## src/design/chs_pkg.sv

```systemverilog
// Package: shared types, constants and a hash helper for the chained hash store.
package chs_pkg;

  localparam int ENTRY_CAP  = 1024;
  localparam int BUCKET_CAP = 1024;
  localparam int IDX_W      = 11;   // entry index incl. null
  localparam int EIDX_W     = 10;   // entry address
  localparam int BIDX_W     = 10;   // bucket address
  localparam logic [IDX_W-1:0] NIL_IDX = IDX_W'(ENTRY_CAP);

  localparam logic [1:0] ACT_INSERT = 2'd0;
  localparam logic [1:0] ACT_LOOKUP = 2'd1;
  localparam logic [1:0] ACT_DELETE = 2'd2;
  localparam logic [1:0] ACT_CHANGE = 2'd3;

  localparam logic [1:0] ST_DONE   = 2'd0;
  localparam logic [1:0] ST_ABSENT = 2'd1;
  localparam logic [1:0] ST_DUP    = 2'd2;
  localparam logic [1:0] ST_FULL   = 2'd3;

  localparam logic [0:0] REG_BUCKET_COUNT = 1'd0;
  localparam logic [0:0] REG_KEY_BYTES    = 1'd1;

  typedef struct packed {
    logic [1:0]  action;
    logic [63:0] key;
    logic [63:0] value;
  } req_t;

  typedef struct packed {
    logic        hit;
    logic [63:0] value_out;
    logic [1:0]  status;
  } rsp_t;

  // Classified request handed from front to back.
  typedef struct packed {
    logic [1:0]        action;
    logic [63:0]       key;
    logic [63:0]       value;
    logic [BIDX_W-1:0] bucket;
  } job_t;

  // One ELF/PJW-style step on a sign-extended byte.
  function automatic logic [31:0] elf_step(input logic [31:0] h, input logic [7:0] b);
    logic [31:0] t;
    logic [31:0] hi;
    t  = (h << 4) + {{24{b[7]}}, b};
    hi = t & 32'hF000_0000;
    if (hi != 32'd0) begin
      t = (t ^ (t >> 24)) & ~hi;
    end
    return t;
  endfunction

endpackage

```

## src/design/chs_front.sv

```systemverilog
// Front end: byte-serial hash and restoring modulo reduction to a bucket.
module chs_front
  import chs_pkg::*;
(
  input  logic        clk,
  input  logic        rst,
  input  logic        in_valid,
  input  req_t        in_req,
  output logic        in_ready,
  input  logic [3:0]  eff_bytes,
  input  logic [10:0] eff_buckets,
  output logic        out_valid,
  output job_t        out_job,
  input  logic        out_ready
);
  localparam logic [1:0] F_IDLE = 2'd0;
  localparam logic [1:0] F_HASH = 2'd1;
  localparam logic [1:0] F_MOD  = 2'd2;
  localparam logic [1:0] F_OUT  = 2'd3;

  logic [1:0]  state;
  req_t        req;
  logic [31:0] h;
  logic [3:0]  cnt;
  logic [5:0]  mcnt;
  logic [10:0] rem;
  logic [11:0] trial;

  assign in_ready  = (state == F_IDLE);
  assign out_valid = (state == F_OUT);
  assign out_job   = '{action: req.action, key: req.key, value: req.value,
                       bucket: rem[BIDX_W-1:0]};
  assign trial     = {rem, h[31]} - {1'b0, eff_buckets};

  always_ff @(posedge clk) begin
    if (rst) begin
      state <= F_IDLE;
    end else begin
      case (state)
        F_IDLE: if (in_valid) begin
          req   <= in_req;
          h     <= 32'd0;
          cnt   <= 4'd0;
          state <= F_HASH;
        end
        F_HASH: begin
          h   <= elf_step(h, req.key[{cnt[2:0], 3'b000} +: 8]);
          cnt <= cnt + 4'd1;
          if (cnt + 4'd1 == eff_bytes) begin
            rem   <= 11'd0;
            mcnt  <= 6'd0;
            state <= F_MOD;
          end
        end
        F_MOD: begin
          // one quotient bit a cycle, MSB first
          rem  <= trial[11] ? {rem[9:0], h[31]} : trial[10:0];
          h    <= {h[30:0], 1'b0};
          mcnt <= mcnt + 6'd1;
          if (mcnt == 6'd31) state <= F_OUT;
        end
        F_OUT: if (out_ready) state <= F_IDLE;
        default: state <= F_IDLE;
      endcase
    end
  end
endmodule

```

## config.mk

```make
export PLATFORM = sky130hd
export DESIGN_NAME = chs_front
export DESIGN_NICKNAME = d
export VERILOG_FILES = /design/src/design/chs_pkg.sv /design/src/design/chs_front.sv
export SDC_FILE = /design/constraint.sdc
export NUM_CORES = 1
export LEC_CHECK = 0
export ABC_AREA = 1
export BUFFER_PORTS_ARGS = -buffer_cell sky130_fd_sc_hd__buf_4
export CAP_MARGIN = 5
export CORE_ASPECT_RATIO = 1.75
export CORE_MARGIN = 2
export CORE_UTILIZATION = 57
export CTS_CLUSTER_DIAMETER = 200
export CTS_CLUSTER_SIZE = 16
export DETAILED_ROUTE_END_ITERATION = 12
export GPL_ROUTABILITY_DRIVEN = 0
export PLACE_DENSITY_LB_ADDON = 0.05
export SLEW_MARGIN = 25
export SYNTH_ARGS = -nofsm -noshare
export SYNTH_HDL_FRONTEND = slang
export SYNTH_SLANG_ARGS = --single-unit
export TNS_END_PERCENT = 20
```

## constraint.sdc

```tcl
create_clock -name clk -period 11.56 [get_ports clk]
set_input_delay 1.156 -clock clk [delete_from_list [all_inputs] [get_ports clk]]
set_output_delay 1.156 -clock clk [all_outputs]
set_load 0.02 [all_outputs]
```

==> results.json, run 1 <==
{
  "final_net_count": 1487,
  "p_sw_frac": 0.4435,
  "cts.sinks": 185,
  "grt_busiest_layer": "met2",
  "worstSetupPathType": "reg2reg",
  "max_freq_ghz": 0.2426,
  "cts_buffers": 17,
  "drv_slew": 0,
  "combPwrFrac": 0.512,
  "min_period_ns": 4.121,
  "drt_iter0_drc": 363,
  "setup_violations": 0,
  "leakage_nw": 5.660,
  "cts_tree": "done",
  "tightest_slew_ns": 0.9098,
  "critPathLaunchType": "flop",
  "p_total_mw": 3.096,
  "yosysSeqAreaShare": 0.5624,
  "grt_usage": 0.2985,
  "synth-seq-cells": 185,
  "dr.pass1.iters": 5,
  "worstPathRequired_ns": 11.76,
  "p_int_mw": 1.723,
  "path_max_fanout": 38,
  "ant_nets": 0,
  "syn-num-nets": 1200,
  "port_buffers": 290,
  "area_growth_pct": 29.23,
  "synth.distinct_cells": 51,
  "wirelength_mm": 26.67,
  "grt_use_met3": 0.09334,
  "relSlewSlack": 0.3928,
  "arrival_ns": 4.32,
  "hold_class": "reg2reg",
  "vias": 7962,
  "hold_viol": 0,
  "htreeDepth": 4,
  "synthCells": 1005,
  "coreArea_um2": 16950,
  "fin_crit_sh": 0.3565,
  "grt_pass1_wl_mm": 40.42,
  "io_pins": 291,
  "clkPwrFrac": 0.176,
  "synth_top_area_frac": 0.5584,
  "cp-end-kind": "flop",
  "ir_drop_mv": 0.1457,
  "fin_skew_ns": 0.01053,
  "die-area_um2": 18380,
  "switchingPower_mw": 1.373,
  "grt_util_met1": 0.2988,
  "cap_violations": 0,
  "synth_top_area_cell": "edfxtp_1",
  "die_x_um": 103.3,
  "cts-resized-gates": 0,
  "overflow": 0,
  "clock-root-buffer": "clkbuf_16",
  "clock_path_buffers": 2,
  "initial_core_util": 0.5807,
  "final_cell_mix": "buf_4 (295), nand2_1 (246), edfxtp_1 (183), inv_1 (113), nor2_1 (105)",
  "pwr-share-seq": 0.312,
  "antennaDiodeCount": 0,
  "via_per_inst": 5.197,
  "synth.area.top_cells": "edfxtp_1 (56%), nand2_1 (9.4%), ha_1 (5.6%), inv_1 (4.3%), nor2_1 (4.1%)",
  "drc": 0,
  "clock_latency_ns": 0.45,
  "rsz0062_at_grt": "false",
  "fill_cells": 1232,
  "p_per_area_nw_per_um2": 243.5,
  "grtUsageMet2": 0.5465,
  "grt_max_degree": 71,
  "synth.avg_cell_area_um2": 9.793,
  "antenna_found_initial": 0,
  "post_drt_wl_per_cell_um": 17.41,
  "fp-row-count": 63,
  "die_h_um": 177.8,
  "post_cts_buffers": 0,
  "status": "finished clean",
  "ctsHoldBuffers": 0,
  "dp_hpwl_mm": 21.35,
  "setup_tns_ns": 0,
  "path_clk_slew_ns": 0.07,
  "layout_commonest_cell": "buf_4",
  "yosys_warnings": 0,
  "drive_above_1_share": 0.3080,
  "grt_pass1_vias": 8061,
  "syn_area_um2": 9842
}
-- per-layer routing --
layer | share of wire | routed length [um]
met5 | 0 | 0
met1 | 0.33 | 8896
met3 | 0.075 | 2012
met2 | 0.55 | 14780
met4 | 0.037 | 976
-- worst max-delay path: stages, from the launching register on --
cell	delay [ns]
edfxtp_1	0.32
buf_4	0.33
inv_2	0.28
nand2_1	0.13
nand3_1	0.07
nand3_1	0.12
nand2_1	0.08
inv_1	0.66
ha_1	0.45
nand2_2	0.18
inv_2	0.04
nand2_1	0.05
nand3_1	0.16
nand3b_4	0.25
nand2_2	0.11
nand2_1	0.06
nand2_1	0.07
nand2_2	0.07
nor2_4	0.11
nand2_4	0.09
nand2_1	0.06
nand2_1	0.05
nand2_1	0.07
nand2_1	0.04
-- final cells by class --
type	count	area, um2	area share
sequential	185	5535	0.4352
multi-input combinational	668	3669	0.2884
timing repair buffer	295	2215	0.1741
inverter	125	469.2	0.03689
clock buffer	18	429.2	0.03374
tap	227	284.0	0.02233
clock inverter	14	117.6	0.009247
-- metrics by stage --
step           cells  cell area [um2]  utilization  setup WS [ns]  hold WS (ns)
5_1_grt         1532            12720       0.7505          7.137        0.5841
2_1_floorplan   1005             9842            -          4.325        0.4985
4_1_cts         1532            12720       0.7505          7.458        0.5518
6_report        1532            12720       0.7505          7.439        0.5539
3_3_place_gp    1500            12170       0.7182          7.599        0.5211
3_5_place_dp    1500            12170       0.7182          7.493        0.5394
-- Yosys cell counts (all sizes together) --
cell     count
nand2      274
edfxtp     183
inv        123
nor2       123
o21ai       63
a21oi       47
ha          44
nand3       41
buf         20
xor2        11
nand4        8
clkbuf       7
xnor2        7
nor3         6
o21bai       6
o22ai        6
a31o         4
a31oi        4
a32o         3
or2          3
and2         2
and3         2
clkinv       2
dfxtp        2
fa           2
nand3b       2
o221ai       2
a211oi       1
a21o         1
a32oi        1
o2111ai      1
o21a         1
o31a         1
o31ai        1
xnor3        1
-- state kept, by name, summed over array words and instances (netlist names) --
signal   count
out_job    130
h           32
rem         11
mcnt         6
cnt          4
state        2
-- power by group through the flow --
stage,logic [mW],clock network [mW],registers [mW]
final,1.59,0.545,0.966
after global routing,1.76,0.571,0.976
after CTS,1.58,0.553,0.965
after detailed placement,1.57,0,0.978
after global placement,1.54,0,0.977
after floorplan,1.11,0,1.03
-- path summary, 6_finish.rpt --
check,startpoint,end,slack (ns),cells past startpoint
worst max-delay path,cnt[0]$_SDFFCE_PN0P_,h[3]$_DFFE_PP_,7.44,23
worst max register to register,cnt[0]$_SDFFCE_PN0P_,h[3]$_DFFE_PP_,7.44,23
worst min-delay path,state[1]$_SDFFE_PP0P_,state[1]$_SDFFE_PP0P_,0.55,2
worst min register to register,state[1]$_SDFFE_PP0P_,state[1]$_SDFFE_PP0P_,0.55,2
-- logic make-up (layout without fill, tap and decap cells) --
group           after synthesis  in the layout  share of synthesized area
buf+inv                     152            452                    0.06585
compound gates              142            142                    0.08480
fa+ha+maj                    46             46                    0.06001
flops                       185            185                     0.5624
simple gates                461            461                     0.2079
xor+xnor                     19             19                    0.01907
Power figures use the tool's default switching activity.
==> run 2, diff against run 1 <==
Settings changed: ABC_AREA 1 to 0, CORE_UTILIZATION 57 to 52.
Clock period 11.56 ns to 3.8 ns, I/O delays scaled along.
==> results.json, run 2 <==
{
  "status": "finished, violations left",
  "violations": "setup timing",
  "cts.sinks": 185,
  "via_per_inst": 5.476,
  "fp-row-count": 64,
  "clkPwrFrac": 0.155,
  "tightest_slew_ns": 0.8002,
  "p_per_area_nw_per_um2": 803.3,
  "yosys_warnings": 0,
  "layout_commonest_cell": "buf_4",
  "finalInstanceArea_um2": 13430,
  "utilization": 0.7726,
  "fill_cells": 1106,
  "synth.avg_cell_area_um2": 13.88,
  "worstHoldEndpoint": "out_job[85]$_DFFE_PP_",
  "area_growth_pct": 46.73,
  "p_sw_frac": 0.3818,
  "clock_path_buffers": 2,
  "synth_edf_count": 183,
  "cts_tree": "done",
  "arrival_ns": 4.21,
  "wirelength_mm": 26.89,
  "rsz0062_at_grt": "true",
  "min_period_ns": 4.057,
  "worstSetupPathType": "reg2reg",
  "setup_violations": 9,
  "path_cells": "buf_6, buf_8, mux4_2, mux2_4, fa_2, a21o_1, a221o_2, a31o_4, o21a_4, and4_4, nor3_4, buf_4, o31ai_4, xnor2_1, o21ai_1",
  "grt_max_degree": 45,
  "die_h_um": 179.5,
  "path_max_fanout": 6,
  "largest_reg_flops": 130,
  "worstReg2RegEnd": "h[3]$_DFFE_PP_",
  "synth.most_common_cell": "edfxtp_1",
  "coreArea_um2": 17380,
  "hold_viol": 0,
  "syn-num-nets": 854,
  "r2r-start": "cnt[0]$_SDFFCE_PN0P_",
  "drt_iter0_drc": 344,
  "cts_buffers": 17,
  "reg2reg_depth": 15,
  "antennaDiodeCount": 0,
  "relSlewSlack": 0.4652,
  "syn_area_um2": 9150,
  "post_drt_wl_per_cell_um": 20.43,
  "combPwrFrac": 0.569,
  "p_int_mw": 6.666,
  "final_cell_mix": "buf_4 (417), edfxtp_1 (183), nand2_1 (42), ha_1 (33), a21oi_1 (30)",
  "cap_violations": 0,
  "antenna_found_initial": 0,
  "grt_pass1_wl_mm": 41.48,
  "ant_nets": 0,
  "worstPathRequired_ns": 3.95,
  "die-area_um2": 18720,
  "die_x_um": 104.3,
  "grt_usage": 0.2905,
  "dr.pass1.iters": 5,
  "synth_top_area_cell": "edfxtp_1",
  "drv_slew": 0,
  "htreeDepth": 4,
  "synthTopCellsByCount": "edfxtp_1 (183), ha_1 (44), nand2_1 (42), a21oi_1 (36), o21ai_0 (33)",
  "vias": 7207,
  "synth-seq-cells": 185,
  "initial_core_util": 0.5266,
  "critPathLaunchType": "flop",
  "dp_hpwl_mm": 20.46,
  "ys_async_sr_fraction": 0,
  "synthCells": 659,
  "pwr-share-seq": 0.276,
  "clock-root-buffer": "clkbuf_16",
  "yosysSeqAreaShare": 0.6050,
  "clock_latency_ns": 0.43,
  "port_buffers": 290,
  "leakage_nw": 5.637,
  "synth.area.top_cells": "edfxtp_1 (60%), ha_1 (6.0%), mux4_2 (3.9%), xnor2_1 (2.5%), xor2_1 (2.1%)",
  "setup_tns_ns": -1.346,
  "final_net_count": 1267,
  "fin_ws_ns": -0.2571,
  "whs_path_depth": 1,
  "drc": 0,
  "path_clk_slew_ns": 0.07,
  "io_pins": 291,
  "grt_pass1_vias": 7796,
  "cp-end-kind": "flop",
  "max_freq_ghz": 0.2465,
  "holdWs_ns": 0.1195,
  "drive_above_1_share": 0.4959,
  "switchingPower_mw": 4.118,
  "synthFlopType": "edfxtp_1",
  "stdcell_count": 1316,
  "synth.distinct_cells": 67,
  "crit_slowest_cell": "mux4_2",
  "hold_class": "in2reg",
  "synth_top_area_frac": 0.6006,
  "ctsHoldBuffers": 0,
  "overflow": 0,
  "fin_skew_ns": 0.008018,
  "place_area_um2": 12420,
  "fin_crit_sh": 1.068,
  "ir_drop_mv": 0.6455,
  "regToRegSetupSlack_ns": -0.26,
  "cpPeakStageDelay_ns": 0.51,
  "dp.cells": 1269,
  "min_from": "in_req[75]"
}
==> run 2: how the worst max path moves through the flow <==
stage	start	to	slack, ns	cells past startpoint
final	cnt[0]$_SDFFCE_PN0P_	h[3]$_DFFE_PP_	-0.26	15
after global routing	cnt[0]$_SDFFCE_PN0P_	h[3]$_DFFE_PP_	-0.41	15
after CTS	cnt[0]$_SDFFCE_PN0P_	h[2]$_DFFE_PP_	-0.25	15
after detailed placement	cnt[0]$_SDFFCE_PN0P_	h[1]$_DFFE_PP_	-0.44	14
after global placement	cnt[0]$_SDFFCE_PN0P_	h[0]$_DFFE_PP_	-0.32	14
after floorplan	cnt[0]$_SDFFCE_PN0P_	h[0]$_DFFE_PP_	-0.83	15
==> run 2: layout make-up <==
type | instances | area, um2 | area share
inverters | 23 | 88.84 | 0.006617
clock buffers | 18 | 429.2 | 0.03197
multi-input cells | 420 | 3701 | 0.2757
flip-flops and latches | 185 | 5535 | 0.4123
clock inverters | 14 | 122.6 | 0.009133
repair buffers | 425 | 3259 | 0.2428
well taps | 231 | 289.0 | 0.02153
==> run 2: per-stage QoR <==
stage	total power, mW	setup WS (ns)
after floorplan	6.179	-0.8301
after global placement	8.208	-0.3230
after detailed placement	8.344	-0.4353
after CTS	10.46	-0.2468
after global routing	11.37	-0.4097
final	10.78	-0.2571
==> run 2: timing repair <==
| item | CTS | global route |
|---|---|---|
| buffers inserted | 11 | 4 |
| setup endpoints to repair | 18 | 18 |
| pin swaps | 11 | 11 |
| gates resized for setup | 35 | 24 |
==> run 2: per-layer routing <==
layer | track usage | up-vias | routed length [um]
met5 | 0 | - | 0
met4 | 0.1286 | 0 | 1020
met3 | 0.07650 | 61 | 1898
met2 | 0.5550 | 289 | 15410
met1 | 0.2875 | 3518 | 8562
li1 | - | 3339 | -
==> run 2: cell families after synthesis <==
| family | share of synthesized area |
|---|---|
| mux | 0.06413 |
| buf+inv | 0.02776 |
| fa+ha+maj | 0.06454 |
| compound gates | 0.1084 |
| flops | 0.6050 |
| simple gates | 0.08423 |
| xor+xnor | 0.04595 |
==> run 2: power by group through the flow <==
stage / Clock, mW / Combinational, mW / Sequential (mW)
CTS: 1.70 / 5.79 / 2.97
finish: 1.67 / 6.14 / 2.98
floorplan: 0 / 3.01 / 3.16
detailed placement: 0 / 5.35 / 3.00
global placement: 0 / 5.22 / 2.99
global route: 1.77 / 6.58 / 3.02
==> run 2: critical path: cells and delay by family, from the launching register on <==
kind	cells	cell delay, ns
AO/OA/AOI/OAI	6	1.16
XOR/XNOR	1	0.16
adder cells (fa/ha/maj)	1	0.37
buffers and inverters	3	0.45
flip-flops	1	0.34
multiplexers	2	0.82
AND/OR/NAND/NOR	2	0.46
==> run 3, diff against run 2 <==
Settings changed: CORE_ASPECT_RATIO 1.75 to 0.75.
==> results.json, run 3 (synthesis results as in run 2) <==
{
  "fill_cells": 1054,
  "die_h_um": 118.9,
  "hold_class": "in2reg",
  "holdWs_ns": 0.1033,
  "largest_reg_flops": 130,
  "layout.area.seq_um2": 5535,
  "antennaDiodeCount": 0,
  "tightest_slew_ns": 0.8251,
  "dp.cells": 1278,
  "area_growth_pct": 45.84,
  "vias": 7164,
  "hold_viol": 0,
  "status": "finished, violations left",
  "cts.sinks": 185,
  "grt_usage": 0.2833,
  "stdcell_count": 1314,
  "antenna_found_initial": 0,
  "grt_pass1_wl_mm": 40.05,
  "fin_skew_ns": 0.01296,
  "post_drt_wl_per_cell_um": 20.12,
  "dr.pass1.iters": 5,
  "cts_tree": "done",
  "ir_drop_mv": 0.4353,
  "wirelength_mm": 26.44,
  "relSlewSlack": 0.4486,
  "die-area_um2": 18680,
  "fin_ws_ns": -0.3570,
  "io_pins": 291,
  "die_x_um": 157.2,
  "port_buffers": 290,
  "final_net_count": 1260,
  "max_freq_ghz": 0.2406,
  "fin_crit_sh": 1.094,
  "leakage_nw": 5.627,
  "grt_max_degree": 53,
  "clock-root-buffer": "clkbuf_16",
  "path_max_fanout": 7,
  "path_clk_slew_ns": 0.09,
  "cap_violations": 0,
  "drt_iter0_drc": 535,
  "critPathLaunchType": "flop",
  "worstSetupPathType": "reg2reg",
  "htreeDepth": 4,
  "fp-row-count": 41,
  "worstPathRequired_ns": 3.96,
  "dp_hpwl_mm": 19.56,
  "coreArea_um2": 17030,
  "drc": 0,
  "initial_core_util": 0.5372,
  "clock_latency_ns": 0.45,
  "overflow": 0,
  "min_period_ns": 4.157,
  "via_per_inst": 5.452,
  "clock_path_buffers": 2,
  "drive_above_1_share": 0.4981,
  "setup_violations": 10,
  "cp-end-kind": "flop",
  "multi_input_area_um2": 3632,
  "arrival_ns": 4.32,
  "p_per_area_nw_per_um2": 817.1,
  "final_cell_mix": "buf_4 (411), edfxtp_1 (183), nand2_1 (42), ha_1 (40), o21ai_0 (29)",
  "rsz0062_at_grt": "true",
  "drv_slew": 0,
  "layout_commonest_cell": "buf_4",
  "grt_pass1_vias": 7416,
  "cts_buffers": 17,
  "violations": "setup timing",
  "ant_nets": 0
}
[run 3: path summary, 6_finish.rpt]
path | startpoint | to | slack (ns) | cells past startpoint
setup / recovery | cnt[0]$_SDFFCE_PN0P_ | h[3]$_DFFE_PP_ | -0.36 | 15
hold / removal | in_req[26] | out_job[36]$_DFFE_PP_ | 0.10 | 1
setup reg to reg | cnt[0]$_SDFFCE_PN0P_ | h[3]$_DFFE_PP_ | -0.36 | 15
hold reg to reg | h[30]$_DFFE_PP_ | h[31]$_DFFE_PP_ | 0.57 | 1
[run 3: repair_timing]
action                     CTS  global route
setup endpoints to repair   16            16
pin swaps                    8            15
buffers inserted             3             4
resized for setup           32            24
hold buffers                 0             0
[run 3: area by class of cell]
class                      instances  area share
clock buffer                      18     0.03216
tap                              236     0.02213
multi-input combinational        420      0.2722
inverter                          23    0.006470
sequential                       185      0.4148
timing repair buffer             418      0.2391
clock inverter                    14     0.01313
[run 3: report_power, final]
group / total, mW / switching [mW] / internal (mW)
Combinational: 6.15 / 3.18 / 2.97
Clock: 1.79 / 0.896 / 0.893
Sequential: 2.96 / 0.214 / 2.75
[run 3: critical path, cell delays in order (launching register included)]
cell and delay, ns:
edfxtp_1 0.37, buf_6 0.15, mux4_2 0.50, mux2_4 0.29, ha_4 0.17, fa_2 0.36
a21o_1 0.23, a221o_2 0.39, a31o_4 0.24, o21a_4 0.22, and4_4 0.20, nor3_4 0.23
buf_4 0.20, o31ai_4 0.07, xnor2_1 0.18, o21ai_1 0.07
[run 3: through the flow]
step | area [um2] | setup slack [ns] | util | power, mW | TNS [ns]
3_5_place_dp | 12440 | -0.4556 | 0.7305 | 8.430 | -3.218
2_1_floorplan | 9158 | -0.8301 | - | 6.179 | -6.448
5_1_grt | 13340 | -0.4754 | 0.7835 | 11.45 | -3.897
3_3_place_gp | 12440 | -0.3491 | 0.7305 | 8.254 | -1.987
6_report | 13340 | -0.3570 | 0.7835 | 10.90 | -2.153
4_1_cts | 13230 | -0.3380 | 0.7768 | 10.64 | -1.959
[run 3: metal layers]
layer / global-route usage / vias up / part of all wire
met5: 0 / - / 0
met4: 0.07841 / 0 / 0.019
met3: 0.08224 / 34 / 0.074
met2: 0.4760 / 288 / 0.51
met1: 0.3595 / 3511 / 0.40
li1: - / 3331 / -
